$ cat src/cmt_pkg.sv
package cmt_pkg;

    localparam int CountWidth = 16;
    localparam int DivWidth   = 20;
    localparam int CtrlWidth  = 8;

    localparam int CtrlRunBit    = 0;
    localparam int CtrlPresetBit = 1;
    localparam int CtrlCkselBit  = 3;
    localparam int CtrlModeBit   = 6;

    typedef enum logic [1:0] {
        OP_READ  = 2'd0,
        OP_WRITE = 2'd1,
        OP_TICK  = 2'd2
    } op_t;

    typedef enum logic [1:0] {
        REG_CMP_A   = 2'd0,
        REG_CMP_B   = 2'd1,
        REG_COUNTER = 2'd2,
        REG_CONTROL = 2'd3
    } reg_sel_t;

    typedef enum logic {
        CFG_DIV_SRC0 = 1'b0,
        CFG_DIV_SRC1 = 1'b1
    } cfg_sel_t;

    typedef struct packed {
        logic [1:0]            op;
        logic [1:0]            reg_index;
        logic [CountWidth-1:0] write_data;
    } item_t;

    typedef struct packed {
        logic [CountWidth-1:0] read_data;
        logic                  irq_a;
        logic                  irq_b;
    } result_t;

endpackage

$ cat src/cmt_in_stage.sv
module cmt_in_stage (
    input  logic          clk,
    input  logic          rst_n,
    input  logic          in_load,
    input  cmt_pkg::item_t in_item,
    input  logic          advance,
    output logic          stage_valid,
    output cmt_pkg::item_t stage_item
);
    import cmt_pkg::*;

    logic  valid_reg;
    logic  valid_next;
    item_t item_reg;

    always_comb
    begin
        valid_next = valid_reg;
        if (in_load)
        begin
            valid_next = 1'b1;
        end
        else if (advance)
        begin
            valid_next = 1'b0;
        end
    end

    always_ff @(posedge clk or negedge rst_n)
    begin
        if (!rst_n)
        begin
            valid_reg <= 1'b0;
        end
        else
        begin
            valid_reg <= valid_next;
        end
    end

    always_ff @(posedge clk)
    begin
        if (in_load)
        begin
            item_reg <= in_item;
        end
    end

    assign stage_valid = valid_reg;
    assign stage_item  = item_reg;

endmodule

$ cat src/cmt_core.sv
module cmt_core (
    input  logic                        clk,
    input  logic                        rst_n,
    input  logic                        cfg_write,
    input  logic                        cfg_index,
    input  logic [cmt_pkg::DivWidth-1:0] cfg_data,
    input  logic                        fire,
    input  cmt_pkg::item_t              item,
    output cmt_pkg::result_t            result
);
    import cmt_pkg::*;

    logic [DivWidth-1:0]   div0_reg;
    logic [DivWidth-1:0]   div1_reg;
    logic [CountWidth-1:0] cmp_a_reg;
    logic [CountWidth-1:0] cmp_a_next;
    logic [CountWidth-1:0] cmp_b_reg;
    logic [CountWidth-1:0] cmp_b_next;
    logic [CountWidth-1:0] count_reg;
    logic [CountWidth-1:0] count_next;
    logic [CtrlWidth-1:0]  ctrl_reg;
    logic [CtrlWidth-1:0]  ctrl_next;
    logic [DivWidth-1:0]   presc_reg;
    logic [DivWidth-1:0]   presc_next;

    logic [DivWidth-1:0]   div_sel;
    logic [CountWidth-1:0] count_inc;
    logic [CtrlWidth-1:0]  wr_byte;
    logic                  match_a;
    logic                  match_b;

    assign div_sel   = ctrl_reg[CtrlCkselBit] ? div1_reg : div0_reg;
    assign count_inc = count_reg + CountWidth'(1);
    assign wr_byte   = item.write_data[CtrlWidth-1:0];
    assign match_a   = (cmp_a_reg != '0) && (count_inc == cmp_a_reg);
    assign match_b   = (cmp_b_reg != '0) && (count_inc == cmp_b_reg);

    always_comb
    begin
        cmp_a_next = cmp_a_reg;
        cmp_b_next = cmp_b_reg;
        count_next = count_reg;
        ctrl_next  = ctrl_reg;
        presc_next = presc_reg;
        result     = '0;
        case (op_t'(item.op))
            OP_READ:
            begin
                case (reg_sel_t'(item.reg_index))
                    REG_CMP_A:   result.read_data = cmp_a_reg;
                    REG_CMP_B:   result.read_data = cmp_b_reg;
                    REG_COUNTER: result.read_data = count_reg;
                    default:     result.read_data = {{(CountWidth-CtrlWidth){1'b0}}, ctrl_reg};
                endcase
            end
            OP_WRITE:
            begin
                case (reg_sel_t'(item.reg_index))
                    REG_CMP_A:   cmp_a_next = item.write_data;
                    REG_CMP_B:   cmp_b_next = item.write_data;
                    REG_COUNTER: count_next = item.write_data;
                    default:
                    begin
                        if (wr_byte[CtrlPresetBit])
                        begin
                            count_next = '0;
                            presc_next = '0;
                        end
                        ctrl_next                = wr_byte;
                        ctrl_next[CtrlPresetBit] = 1'b0;
                    end
                endcase
            end
            OP_TICK:
            begin
                if (ctrl_reg[CtrlRunBit] && (div_sel != '0))
                begin
                    if (presc_reg != '0)
                    begin
                        presc_next = presc_reg - DivWidth'(1);
                    end
                    else
                    begin
                        presc_next   = div_sel - DivWidth'(1);
                        count_next   = count_inc;
                        result.irq_a = match_a;
                        result.irq_b = match_b;
                        if (match_a && !ctrl_reg[CtrlModeBit])
                        begin
                            count_next = '0;
                        end
                    end
                end
            end
            default:
            begin
                result = '0;
            end
        endcase
    end

    always_ff @(posedge clk or negedge rst_n)
    begin
        if (!rst_n)
        begin
            div0_reg  <= DivWidth'(1);
            div1_reg  <= DivWidth'(1);
            cmp_a_reg <= '0;
            cmp_b_reg <= '0;
            count_reg <= '0;
            ctrl_reg  <= '0;
            presc_reg <= '0;
        end
        else
        begin
            if (cfg_write)
            begin
                case (cfg_sel_t'(cfg_index))
                    CFG_DIV_SRC0: div0_reg <= cfg_data;
                    default:      div1_reg <= cfg_data;
                endcase
            end
            if (fire)
            begin
                cmp_a_reg <= cmp_a_next;
                cmp_b_reg <= cmp_b_next;
                count_reg <= count_next;
                ctrl_reg  <= ctrl_next;
                presc_reg <= presc_next;
            end
        end
    end

endmodule

$ cat src/cmt_out_stage.sv
module cmt_out_stage (
    input  logic             clk,
    input  logic             rst_n,
    input  logic             fire,
    input  cmt_pkg::result_t result,
    input  logic             out_stall,
    output logic             can_load,
    output logic             out_valid,
    output cmt_pkg::result_t out_result
);
    import cmt_pkg::*;

    logic    valid_reg;
    logic    valid_next;
    result_t result_reg;

    assign can_load = !valid_reg || !out_stall;

    always_comb
    begin
        valid_next = valid_reg;
        if (fire)
        begin
            valid_next = 1'b1;
        end
        else if (!out_stall)
        begin
            valid_next = 1'b0;
        end
    end

    always_ff @(posedge clk or negedge rst_n)
    begin
        if (!rst_n)
        begin
            valid_reg <= 1'b0;
        end
        else
        begin
            valid_reg <= valid_next;
        end
    end

    always_ff @(posedge clk)
    begin
        if (fire)
        begin
            result_reg <= result;
        end
    end

    assign out_valid  = valid_reg;
    assign out_result = result_reg;

endmodule

$ cat src/compare_match_timer_16bit.sv
// channel  | signals                                  | direction
// input    | in_valid, in_stall, op, reg_index, data  | item in
// output   | out_valid, out_stall, read_data, irq_a/b | result out
// config   | cfg_valid, cfg_ready, cfg_index, cfg_data| divisor write
//
// one item per clock while out_stall is low; an item reaches the output by way of the
// input register, then the result register holding the timer step
// rst_n clears control state, counter, compares and control; divisors reset to 1
// a stalled result holds in the result register while the input register still
// advances into it as soon as it drains; cfg_ready is always high
module compare_match_timer_16bit (
    input  logic                          clk,
    input  logic                          rst_n,
    input  logic                          in_valid,
    output logic                          in_stall,
    input  logic [1:0]                    op,
    input  logic [1:0]                    reg_index,
    input  logic [cmt_pkg::CountWidth-1:0] write_data,
    output logic                          out_valid,
    input  logic                          out_stall,
    output logic [cmt_pkg::CountWidth-1:0] read_data,
    output logic                          irq_a,
    output logic                          irq_b,
    input  logic                          cfg_valid,
    output logic                          cfg_ready,
    input  logic                          cfg_index,
    input  logic [cmt_pkg::DivWidth-1:0]   cfg_data
);
    import cmt_pkg::*;

    item_t   in_item;
    item_t   stage_item;
    logic    stage_valid;
    logic    can_load;
    logic    fire;
    logic    in_load;
    result_t step_result;
    result_t out_result;

    assign in_item   = '{op: op, reg_index: reg_index, write_data: write_data};
    assign fire      = stage_valid && can_load;
    assign in_stall  = stage_valid && !can_load;
    assign in_load   = in_valid && !in_stall;
    assign cfg_ready = 1'b1;

    cmt_in_stage u_in_stage (
        .clk         (clk),
        .rst_n       (rst_n),
        .in_load     (in_load),
        .in_item     (in_item),
        .advance     (fire),
        .stage_valid (stage_valid),
        .stage_item  (stage_item)
    );

    cmt_core u_core (
        .clk       (clk),
        .rst_n     (rst_n),
        .cfg_write (cfg_valid && cfg_ready),
        .cfg_index (cfg_index),
        .cfg_data  (cfg_data),
        .fire      (fire),
        .item      (stage_item),
        .result    (step_result)
    );

    cmt_out_stage u_out_stage (
        .clk        (clk),
        .rst_n      (rst_n),
        .fire       (fire),
        .result     (step_result),
        .out_stall  (out_stall),
        .can_load   (can_load),
        .out_valid  (out_valid),
        .out_result (out_result)
    );

    assign read_data = out_result.read_data;
    assign irq_a     = out_result.irq_a;
    assign irq_b     = out_result.irq_b;

    a_irq_no_data: assert property (@(posedge clk) disable iff (!rst_n)
        out_valid && (irq_a || irq_b) |-> read_data == '0)
        else $error("interrupt result carries read data");

    a_fire_fills_out: assert property (@(posedge clk) disable iff (!rst_n)
        fire |=> out_valid)
        else $error("step result lost");

    a_load_fills_stage: assert property (@(posedge clk) disable iff (!rst_n)
        in_load |=> stage_valid)
        else $error("accepted item lost");

    a_no_overwrite: assert property (@(posedge clk) disable iff (!rst_n)
        out_valid && out_stall |-> !fire)
        else $error("stalled result overwritten");

endmodule
$ cat config.mk
export PLATFORM = sky130hd
export DESIGN_NAME = compare_match_timer_16bit
export DESIGN_NICKNAME = d
export VERILOG_FILES = /design/src/cmt_pkg.sv /design/src/cmt_in_stage.sv /design/src/cmt_core.sv /design/src/cmt_out_stage.sv /design/src/compare_match_timer_16bit.sv
export SDC_FILE = /design/constraint.sdc
export NUM_CORES = 1
export LEC_CHECK = 0
export ABC_CLOCK_PERIOD_IN_PS = 4400
export BUFFER_PORTS_ARGS = -buffer_cell sky130_fd_sc_hd__buf_4
export CAP_MARGIN = 20
export CORE_MARGIN = 1
export CORE_UTILIZATION = 40
export DETAILED_ROUTE_END_ITERATION = 16
export PLACE_DENSITY = 0.66
export SLEW_MARGIN = 20
export SYNTH_ARGS = -nofsm -noshare
export SYNTH_HDL_FRONTEND = slang
export SYNTH_SLANG_ARGS = --single-unit
export TNS_END_PERCENT = 30
$ cat constraint.sdc
create_clock -name clk -period 4.4 [get_ports clk]
set_input_delay 0.66 -clock clk [delete_from_list [all_inputs] [get_ports clk]]
set_output_delay 0.66 -clock clk [all_outputs]
set_load 0.1 [all_outputs]
# ---- Word-level counts from Yosys, hierarchy flattened
# Cells that the tools add are included.
dict set report word_totals {
  ff_bits 155
  inputBits 46
}
dict set report op_classes {
  add_sub_neg 3
  eq_ne 13
  n_mux 17
  bitwise_logic 4
  reduce_logical 31
}
# operator n
set op_table {}
lappend op_table {{$mux 20} 5}
lappend op_table {{$mux 16} 4}
lappend op_table {{$pmux 16 s2} 2}
lappend op_table {{$pmux 16 s3} 1}
lappend op_table {{$pmux 20 s2} 1}
lappend op_table {{$reduce_bool 20->1} 2}
lappend op_table {{$sub 20x1->20 const B} 2}
lappend op_table {{$eq 16x16->1} 2}
lappend op_table {{$reduce_bool 16->1} 2}
lappend op_table {{$add 16x1->16 const B} 1}
lappend op_table {{$reduce_and 3->1} 3}
lappend op_table {{$ne 2x2->1 const B} 4}
lappend op_table {{$logic_and 1x1->1} 7}
lappend op_table {{$reduce_and 6->1} 1}
lappend op_table {{$reduce_or 3->1} 2}
lappend op_table {{$logic_not 1->1} 5}
lappend op_table {{$reduce_and 5->1} 1}
lappend op_table {{$eq 2x1->1 const B} 2}
lappend op_table {{$eq 2x2->1 const B} 2}
lappend op_table {{$logic_not 2->1} 2}
lappend op_table {{$mux 1} 4}
lappend op_table {{$ne 2x1->1 const B} 2}
lappend op_table {{$not 1->1} 4}
lappend op_table {{$reduce_and 2->1} 2}
lappend op_table {{other kinds (4)} 5}

# ---- Longest topological paths before layout
# Gate-level depths: netlist of the first run.
dict set report logic_depth {
  depth_word 8
  mapped_depth 13
}

# ---- Hierarchy
# From an unflattened synthesis of the first run, not the netlist that was laid out.
dict set report unflattened {
  hier_cells 782
  hier_area_um2 8667.1
}
# module instances cells_per_inst area_per_inst_um2 seq_area_each_um2
set by_module_without_submodules {}
lappend by_module_without_submodules {cmt_core 1 733 7412.1 2880.3}
lappend by_module_without_submodules {cmt_in_stage 1 23 636.9 625.6}
lappend by_module_without_submodules {cmt_out_stage 1 21 576.8 565.5}
lappend by_module_without_submodules {compare_match_timer_16bit 1 5 41.3 0.0}

# ---- Worst setup path before layout of the first run
# OpenSTA, ideal clock, no wires.
dict set report synth_timing {
  path_kind {register -> register}
  from {reg u_core.ctrl_reg[3]}
  to {reg u_core.presc_reg[14]}
  arrival_ns 3.466
  t_required_ns 4.280
  path_slack_ns 0.814
  stages_incl_launch_ff 14
  synth_period_minus_slack_ns 3.586
  path_cell_list {dfrtp_1 -> buf_2 -> buf_1 -> buf_1 -> mux2_2 -> a21oi_1 -> ha_1 -> nor3b_1 -> o21ai_0 -> o2bb2ai_1 -> nand3_1 -> nor4_1 -> xnor2_1 -> a31o_2}
}
dict set report synth_between {
  elab_chain_cells 5
}
# item line
set synth_rtl {}
lappend synth_rtl {{start: declaration} cmt_core.sv:21} ;# logic [CtrlWidth-1:0] ctrl_reg;
lappend synth_rtl {{start signal: assignment} cmt_core.sv:128} ;# ctrl_reg <= ctrl_next;
lappend synth_rtl {{$mux 20 *} cmt_core.sv:32} ;# assign div_sel = ctrl_reg[CtrlCkselBit] ? div1_reg : div0_reg;
lappend synth_rtl {{$sub 20x1->20 or $reduce_bool 20->1 (tied branches)} {cmt_core.sv:84, cmt_core.sv:76}}
lappend synth_rtl {{$mux 20 or $logic_and 1x1->1 (tied branches)} {cmt_core.sv:78, cmt_core.sv:76}}
lappend synth_rtl {{$mux 20 or $ne 2x1->1 (tied branches)} -}
lappend synth_rtl {{$pmux 20 s2 or $reduce_and 5->1 (tied branches)} -}
lappend synth_rtl {{end signal: assignment} cmt_core.sv:129} ;# presc_reg <= presc_next;
lappend synth_rtl {{end: declaration} cmt_core.sv:23} ;# logic [DivWidth-1:0] presc_reg;
# Every way passes the cells marked *; elsewhere a longest branch is shown, timed or not. The select of a mux whose other input is x is not followed.
# A chain may end at the register's enable or synchronous reset.

# ---- Worst setup path in the final report of the first run
dict set report layout_timing {
  from {reg u_core.presc_reg[5]}
  to {reg u_core.presc_reg[14]}
}
dict set report layout_between {
  elab_chain_cells 4
}
# item line
set layout_rtl {}
lappend layout_rtl {{$sub 20x1->20 or $reduce_bool 20->1 (tied branches)} {cmt_core.sv:80, cmt_core.sv:78}}
lappend layout_rtl {{$mux 20 *} cmt_core.sv:78} ;# if (presc_reg != '0)
lappend layout_rtl {{$mux 20 *} cmt_core.sv:76} ;# if (ctrl_reg[CtrlRunBit] && (div_sel != '0))
lappend layout_rtl {{$pmux 20 s2 *} cmt_core.sv:46} ;# case (op_t'(item.op))
# Marked as above.

==> metrics.cfg, run 1 <==
[worst_setup_path]
crit_slowest_cell=dfrtp_1
worstSetupStartpointType=flip-flop
path_class=flip-flop to flip-flop
path_delay_family=simple AND/OR/NAND/NOR gates
cp_data_arrival_time_ps=3820
rr_worst_depth=13
critPathRequiredTime_ps=4730
end_kind=flip-flop
cp_cell_sequence=nor4_1, nand4_1, nor2_1, buf_4, a21oi_1, ha_1, nor3b_1, o21ai_0, o2bb2ai_1, nand3_1, nor4_1, xnor2_1, a31o_2
cp_num_buf_inv=1
slowest_delay_ps=450
cp.depth=13
crit_top_cell=nor4_1
worst-path-max-fanout=9

[timing]
postLayoutSetupSlackWorst_ps=906
rsz0062_at_grt=no
min_period_over_period_pct=79.4
setup_tns_ps=0
maxSlewViolCount=0
worst_pin_slew_ps=1070
fin_skew_ps=16.9
period_needed_ps=3490
setup_viol=0
hold_violations=0
slew_headroom_pct=28.5
fmax_mhz=286

[synthesis]
ys_types=73
ys_top_cells_by_area=dfrtp_1 (33%), edfxtp_1 (13%), mux2_2 (11%)
ys_seq_area_share_pct=47.2
yosysMostFrequentCell=dfrtp_1
synth-seq-cells=155
async_flop_share_pct=75.5
yosys_most_used_dff=dfrtp_1
synth.top_cells.by_count=dfrtp_1 (115), mux2_2 (86), nor2_1 (46)
syn_area_um2=8620
synth_nets=830
yosys_warnings=0
synth_largest_area_cell=dfrtp_1
synth_top_area_share_pct=33.4
synth-edff-count=38
postSynthAreaPerCell_um2=11.1
synthCells=779

[routing]
drc_errors=0
ant_nets=0
wl_per_cell_um=19.0
vias_per_cell=5.87
via_count=6575
wirelength_um=21300
dr.pass1.iters=5
drt_iter0_markers=566

[clock_tree]
cts_setup_buffers=0
ctsHoldBuffers=0
clk_latency_ps=440
htreeDepth=4
clock-sinks=155
path_clk_slew_ps=70
clockRootBuffer=clkbuf_16
tritoncts=done
cts_resized=0
cts_buffers=17
clock_path_buffers=2

[status]
status=finished clean

[cells_and_area]
n_fill_cell=1968
fin_util_pct=47.3
drive_above_1_share_pct=26.9
n_antenna_cell=0
areaGrowthSynthToFinish_pct=15.8
fin_nets=883

[pwr]
power.leakage_nw=3.98
p_per_area_nw_per_um2=515
p_switching_mw=1.86
comb_power_share_pct=29.1
power.internal_mw=3.28
swShare_pct=36.1
p_seq_share_pct=41.3
ir_worst_vdd_v=0.000259
pwr-share-clk_pct=29.6

[placed_design]
port_buffers=65
gp_congestion=0.978
dp_worst_setup_slack_ps=931
hpwl_um=15200

[global_route]
grt_start_max_net_pins=106
grt_pass1_vias=6564
grt_antenna_before_repair=0
grt_usage_pct=20.7
grt_first_pass_wirelength_um=35600
grt.overflow.total=0

[floorplanning]
die_width_um=149
die-area_um2=22100
io_pins=67
core_um2=21100
die_h_um=149
start_util_pct=40.9
rows=53

[hold_path]
hold_path_class=input pin to async pin

[flow_run]
drv_cap=0

layout make-up:
class	count	area, µm²	share of cell area [%]
clock inverters	13	153	1.53
flip-flops and latches	155	4070	40.8
inverters	12	45.0	0.451
repair buffers	83	636	6.37
clock buffers	19	464	4.65
multi-input cells	563	4260	42.7
well taps	275	344	3.45
path summary, 6_finish.rpt:
check | slack, ps | start | end
setup / recovery | 910 | u_core.presc_reg[5] | u_core.presc_reg[14]
hold / removal | 70 | rst_n | u_core.cmp_b_reg[14]
setup reg to reg | 910 | u_core.presc_reg[5] | u_core.presc_reg[14]
hold reg to reg | 500 | u_in_stage.stage_valid | u_out_stage.out_valid
max in group asynchronous | 3480 | rst_n | u_core.presc_reg[17]
min in group clk | 390 | write_data[10] | u_in_stage.stage_item[10]
power groups by stage:
| stage | Sequential, mW | Combinational (mW) | Clock, mW |
|---|---|---|---|
| finish | 2.12 | 1.50 | 1.52 |
| global route | 2.16 | 1.64 | 1.60 |
| CTS | 2.11 | 1.49 | 1.55 |
| detailed placement | 2.14 | 1.48 | 0 |
| global placement | 2.13 | 1.46 | 0 |
| floorplan | 2.07 | 1.13 | 0 |
routing by layer:
metal	up-vias	track usage (%)	wire, µm
li1	3038	-	-
met1	3290	29.6	10100
met2	224	31.9	9890
met3	23	3.64	1090
met4	0	6.58	286
met5	-	0	0
layout by cell type (no fill, tap or decap), types with 4 or more instances in the layout:
| cell | instances |
|---|---|
| dfrtp_1 | 115 |
| mux2_2 | 86 |
| buf_4 | 82 |
| nor2_1 | 46 |
| nand2_1 | 42 |
| edfxtp_1 | 38 |
| mux2i_1 | 32 |
| o21ai_0 | 31 |
| xnor2_1 | 30 |
| a21oi_1 | 25 |
| nor4_1 | 23 |
| nor3_1 | 23 |
| clkbuf_16 | 18 |
| a22o_1 | 17 |
| nand3_1 | 15 |
| o31ai_1 | 15 |
| nor2b_1 | 12 |
| xor2_1 | 12 |
| inv_1 | 11 |
| and2_1 | 10 |
| nand4_1 | 9 |
| nor3b_1 | 9 |
| o41ai_1 | 9 |
| and3_1 | 8 |
| o21ai_1 | 7 |
| o22ai_1 | 7 |
| o211ai_1 | 7 |
| mux4_2 | 7 |
| or4_1 | 7 |
| nand2b_1 | 6 |
| nand3b_1 | 5 |
| ha_1 | 5 |
| a31oi_1 | 4 |
| o2bb2ai_1 | 4 |
| clkinv_4 | 4 |
per-stage QoR:
stage / total power [mW] / hold slack [ps] / instance area [µm²] / cells
floorplan: 3.21 / 364 / 8620 / 779
global placement: 3.59 / 479 / 9360 / 1088
detailed placement: 3.62 / 492 / 9360 / 1088
CTS: 5.15 / 68.7 / 9980 / 1120
global route: 5.41 / 74.4 / 9980 / 1120
finish: 5.14 / 71.2 / 9980 / 1120
cell families after synthesis:
family | share of synthesized area (%)
AND/OR/NAND/NOR | 14.8
AO/OA/AOI/OAI | 12.5
flip-flops | 47.2
multiplexers | 16.8
buffers and inverters | 3.31
XOR/XNOR | 4.59
adder cells (fa/ha/maj) | 0.726
other | 0.0435
Power figures use the tool's default switching activity.
==> run 2: changes to the inputs <==
ABC_AREA = 1   (was unset)
ABC_CLOCK_PERIOD_IN_PS = 3500   (was 4400)
clock period = 3.5 ns   (was 4.4 ns; I/O delays follow)
==> metrics.cfg, run 2 <==
[global_route]
use_met3_pct=5.27  ; +1.6 points
grt_first_pass_wirelength_um=37600  ; +5.6%
grt_pass1_vias=6938  ; +5.7%
grt_use_met2_pct=31.2  ; -0.67 points
grt.overflow.total=0  ; unchanged
grt_usage_pct=22.1  ; +1.4 points
top_usage_layer=met1
grt_start_max_net_pins=78  ; -26%
grt_antenna_before_repair=0  ; unchanged
use_met1_pct=33.0  ; +3.5 points

[synthesis]
yosys_warnings=0  ; unchanged
synth-seq-cells=155  ; unchanged
synth.top_cells.by_count=nand2_1 (255), inv_1 (163), nor2_1 (120)
async_flop_share_pct=75.5  ; unchanged
synth_top_area_share_pct=33.0  ; -0.42 points
synth_largest_area_cell=dfrtp_1
ys_seq_area_share_pct=46.7  ; -0.60 points
postSynthAreaPerCell_um2=7.78  ; -30%
syn_area_um2=8730  ; +1.3%
yosys_most_used_dff=dfrtp_1
ys_types=50  ; -32%
synth_nets=1173  ; +41%
synth-edff-count=38  ; unchanged
ys_top_cells_by_area=dfrtp_1 (33%), edfxtp_1 (13%), nand2_1 (11%)
synthCells=1122  ; +44%
yosysMostFrequentCell=nand2_1

[placed_design]
gp_congestion=0.922  ; -5.7%
dp.cells=1439  ; +32%
placed_area_um2=9460  ; +1.0%
hpwl_um=17100  ; +13%
port_buffers=65  ; unchanged
dp_worst_setup_slack_ps=840  ; -90.9 ps

[worst_setup_path]
cp_data_arrival_time_ps=3010  ; -810 ps
end_kind=flip-flop
worstSetupStartpointType=flip-flop
crit_top_cell=nand2_1
crit_slowest_cell=dfrtp_1
path_class=flip-flop to flip-flop
cp_cell_sequence=ha_1, nand2_1, nor2_2, nand2_1, nand2_1, nand2_1, nand2_1, nand2_1, nor2_1, nand2_2, nor2_4, nand3_4, nand2_1, a21oi_1
worst-path-max-fanout=16  ; +7
critPathRequiredTime_ps=3820  ; -910 ps
slowest_delay_ps=490  ; +40 ps

[clock_tree]
cts_setup_buffers=0  ; unchanged
clock-sinks=155  ; unchanged
htreeDepth=4  ; unchanged
ctsHoldBuffers=0  ; unchanged
cts_resized=0  ; unchanged
tritoncts=done
path_clk_slew_ps=70  ; about the same
clock_path_buffers=2  ; unchanged
clk_latency_ps=440  ; about the same
cts_buffers=17  ; unchanged
clockRootBuffer=clkbuf_16

[floorplanning]
rows=53  ; unchanged
start_util_pct=41.1  ; +0.26 points
die_h_um=150  ; +0.63%
die_width_um=150  ; +0.63%
core_um2=21200  ; +0.63%
io_pins=67  ; unchanged
die-area_um2=22400  ; +1.3%

[timing]
rsz0062_at_grt=no
min_period_over_period_pct=76.9  ; -2.5 points
period_needed_ps=2690  ; -803 ps
hold_violations=0  ; unchanged
slew_headroom_pct=38.2  ; +9.7 points
setup_viol=0  ; unchanged
fmax_mhz=372  ; +30%
setup_tns_ps=0  ; unchanged
postLayoutSetupSlackWorst_ps=809  ; -96.8 ps
fin_skew_ps=13.1  ; -3.71 ps
worst_pin_slew_ps=926  ; -146 ps
maxSlewViolCount=0  ; unchanged

[cells_and_area]
layout_common_cells=nand2_1 (253), inv_1 (163), nor2_1 (119)
areaGrowthSynthToFinish_pct=15.3
fin_nets=1234  ; +40%
drive_above_1_share_pct=16.6  ; -10 points
final_cell_count_no_fill=1471  ; +31%
n_antenna_cell=0  ; unchanged
n_fill_cell=2138  ; +8.6%
final_common_cell=nand2_1
fin_area_um2=10100  ; +0.82%

[routing]
dr.pass1.iters=5  ; unchanged
vias_per_cell=5.08  ; -13%
wirelength_um=23300  ; +9.4%
wl_per_cell_um=15.9  ; -17%
drt_iter0_markers=617  ; +9.0%
via_count=7474  ; +14%
drc_errors=0  ; unchanged
ant_nets=0  ; unchanged

[pwr]
power.leakage_nw=4.92  ; +24%
p_per_area_nw_per_um2=962  ; +87%
ir_worst_vdd_v=0.000509  ; +96%

[status]
status=finished clean

[flow_run]
drv_cap=0  ; unchanged

[hold_path]
hold_path_class=input pin to async pin

==> run 2: stage by stage <==
step	hold slack [ps]	power [mW]	utilization, %
after floorplan	229	6.60	-
after global placement	453	7.71	44.6
after detailed placement	460	7.77	44.6
after CTS	248	9.66	47.4
after global routing	152	10.5	47.4
final	92.2	9.67	47.4
==> run 2: routing by layer <==
metal  vias up  wire length (µm)
li1       3718                 -
met1      3451             11300
met4         0               313
met5         -                 0
met2       281              9640
met3        24              2120
==> run 2: report_power, final <==
group / switching, mW / internal [mW]
logic: 3.40 / 1.63
registers: 0.445 / 2.34
clock network: 0.897 / 0.967
==> run 2: path summary, 6_finish.rpt <==
kind	startpoint	end	slack, ps	depth (start not counted)
setup / recovery	u_core.count_reg[0]	u_core.count_reg[0]	810	14
hold / removal	rst_n	u_out_stage.out_valid	90	1
hold reg to reg	u_in_stage.stage_valid	u_out_stage.out_valid	480	2
setup reg to reg	u_core.count_reg[0]	u_core.count_reg[0]	810	14
max in group asynchronous	rst_n	u_core.count_reg[1]	2600	2
min in group clk	write_data[2]	u_in_stage.stage_item[2]	260	1
==> run 2: area by class of cell <==
| class | instances | area, µm² | area share [%] |
|---|---|---|---|
| clock buffer | 17 | 425 | 4.23 |
| clock inverter | 15 | 169 | 1.68 |
| inverter | 170 | 641 | 6.37 |
| multi-input combinational | 763 | 3830 | 38.1 |
| sequential | 155 | 4070 | 40.5 |
| tap | 275 | 344 | 3.42 |
| timing repair buffer | 76 | 574 | 5.71 |
==> run 2: logic make-up (layout without fill, tap and decap cells) <==
| family | after synthesis | count (layout) | share of synthesized area (%) |
|---|---|---|---|
| compound gates | 180 | 180 | 11.6 |
| xor+xnor | 22 | 22 | 2.29 |
| fa+ha+maj | 5 | 5 | 0.717 |
| buf+inv | 204 | 278 | 9.51 |
| flops | 155 | 155 | 46.7 |
| mux | 4 | 4 | 0.459 |
| other cells | 1 | 1 | 0.0430 |
| simple gates | 551 | 551 | 28.7 |
==> run 2: critical path: cells and delay by family (launching register included) <==
family / cells / cell delay, ps
AND/OR/NAND/NOR: 12 / 1720
AO/OA/AOI/OAI: 1 / 70
flip-flops: 1 / 490
adder cells (fa/ha/maj): 1 / 280
==> run 3: changes to the inputs <==
ABC_CLOCK_PERIOD_IN_PS = 2800   (was 3500)
clock period = 2.8 ns   (was 3.5 ns; I/O delays follow)
==> metrics.cfg, run 3 (synthesis results as in run 2) <==
[status]
status=finished with violations
violations=negative hold slack

[timing]
min_period_over_period_pct=89.0  ; +12 points
setup_viol=0  ; unchanged
slew_headroom_pct=58.7  ; +20 points
postLayoutSetupSlackWorst_ps=308  ; -501 ps
maxSlewViolCount=0  ; unchanged
holdWs_ps=-6.21  ; -98.4 ps
worst_pin_slew_ps=616  ; -310 ps
fmax_mhz=401  ; +8.0%
hold_violations=8  ; +8
fin_skew_ps=9.33  ; -3.81 ps
period_needed_ps=2490  ; -199 ps
rsz0062_at_grt=no

[floorplanning]
die_h_um=150  ; unchanged
die-area_um2=22400  ; unchanged
rows=53  ; unchanged
core_um2=21200  ; unchanged
start_util_pct=41.1  ; unchanged
io_pins=67  ; unchanged
die_width_um=150  ; unchanged

[placed_design]
gp_congestion=0.955  ; +3.6%
port_buffers=65  ; unchanged
hpwl_um=17100  ; about the same
dp.cells=1454  ; +1.0%
dp_worst_setup_slack_ps=381  ; -459 ps

[worst_setup_path]
worst-path-max-fanout=16  ; unchanged
crit_top_cell=nand2_1
r2r_slack_ps=310  ; -500 ps
path_class=flip-flop to flip-flop
cp_data_arrival_time_ps=2810  ; -200 ps
slowest_delay_ps=470  ; -20 ps
end_kind=flip-flop
crit_slowest_cell=dfrtp_1
critPathRequiredTime_ps=3110  ; -710 ps
cp_cell_sequence=ha_1, nand2_1, nor2_2, nand2_1, nand2_1, nand2_1, nand2_1, nand2_1, nor2_1, nand2_2, nor2_4, nand3_4, nand2_1, a21oi_1
worstSetupStartpointType=flip-flop

[routing]
dr.pass1.iters=6  ; +1
vias_per_cell=5.00  ; -1.5%
ant_nets=0  ; unchanged
drc_errors=0  ; unchanged
drt_iter0_markers=595  ; -3.6%
wirelength_um=22900  ; -2.0%
via_count=7437  ; -0.50%
wl_per_cell_um=15.4  ; -3.0%

[cells_and_area]
areaGrowthSynthToFinish_pct=16.7
layout_common_cells=nand2_1 (255), inv_1 (163), nor2_1 (117)
n_antenna_cell=0  ; unchanged
final_cell_count_no_fill=1486  ; +1.0%
final_common_cell=nand2_1
fin_nets=1249  ; +1.2%
drive_above_1_share_pct=17.6  ; +1.0 points

[global_route]
grt_first_pass_wirelength_um=36800  ; -2.0%
grt_usage_pct=21.5  ; -0.60 points
grt_use_met2_pct=31.4  ; +0.16 points
grt_pass1_vias=6929  ; -0.13%
grt.overflow.total=0  ; unchanged
grt_start_max_net_pins=46  ; -41%
use_met1_pct=31.8  ; -1.2 points
use_met3_pct=4.60  ; -0.67 points
top_usage_layer=met1
grt_antenna_before_repair=0  ; unchanged

[clock_tree]
tritoncts=done
clock-sinks=155  ; unchanged
cts_resized=0  ; unchanged
clk_latency_ps=430  ; about the same
cts_buffers=17  ; unchanged
clockRootBuffer=clkbuf_16
htreeDepth=4  ; unchanged
cts_setup_buffers=0  ; unchanged
clock_path_buffers=2  ; unchanged
path_clk_slew_ps=60  ; about the same
ctsHoldBuffers=0  ; unchanged

[flow_run]
drv_cap=0  ; unchanged

[pwr]
ir_worst_vdd_v=0.000625  ; +23%
total_power_mw=12.2  ; +26%
p_per_area_nw_per_um2=1190  ; +24%
power.leakage_nw=5.00  ; +1.5%

[hold_path]
hold_path_class=input pin to async pin

## run 3: cell types whose count changed in the layout (fill, tap and decap cells not counted), sizes merged
| cell | delta |
|---|---|
| buf | +15 |
| bufinv | +2 |
| clkinv | -1 |
| inv | -1 |
## run 3: power by group
| group | internal, mW | total (mW) | switching, mW |
|---|---|---|---|
| sequential | 2.92 | 3.46 | 0.536 |
| combinational | 2.10 | 6.32 | 4.22 |
| clock | 1.35 | 2.39 | 1.04 |
| total | 6.37 | 12.2 | 5.80 |
## run 3: path summary, 6_finish.rpt
path | start | to | cells past startpoint
worst max-delay path | u_core.count_reg[0] | u_core.count_reg[1] | 14
worst min-delay path | rst_n | u_in_stage.stage_valid | 1
worst max register to register | u_core.count_reg[0] | u_core.count_reg[1] | 14
worst min register to register | u_in_stage.stage_valid | u_out_stage.out_valid | 2
max in group asynchronous | rst_n | u_core.cmp_b_reg[0] | 2
min in group clk | write_data[13] | u_in_stage.stage_item[13] | 1
## run 3: final cells by class
cell class                 count  area (µm²)
fill                        2130       11000
clock inverter                15         178
tap                          275         344
sequential                   155        4070
multi-input combinational    763        3830
timing repair buffer          91         696
inverter                     170         641
clock buffer                  17         425
## run 3: critical path, delay by kind of cell, from the launching register on
kind	cells	cell delay, ps
adders and majority gates	1	240
AOI/OAI and AO/OA	1	70
and+or+nand+nor	12	1590
DFF	1	470
## run 3: stage by stage
step	instance area (µm²)	utilization [%]	TNS, ps	hold WS [ps]
floorplan	8730	-	-4670	124
global placement	9590	45.2	0	460
global route	10200	48.0	0	27.5
finish	10200	48.0	0	-6.21
detailed placement	9590	45.2	0	468
CTS	10200	48.0	0	16.3
## run 3: per-layer routing
metal  vias to the layer above  wire, µm
met1                      3423     11200
met3                        31      1530
met2                       238      9790
met5                         -         0
li1                       3745         -
met4                         0       325
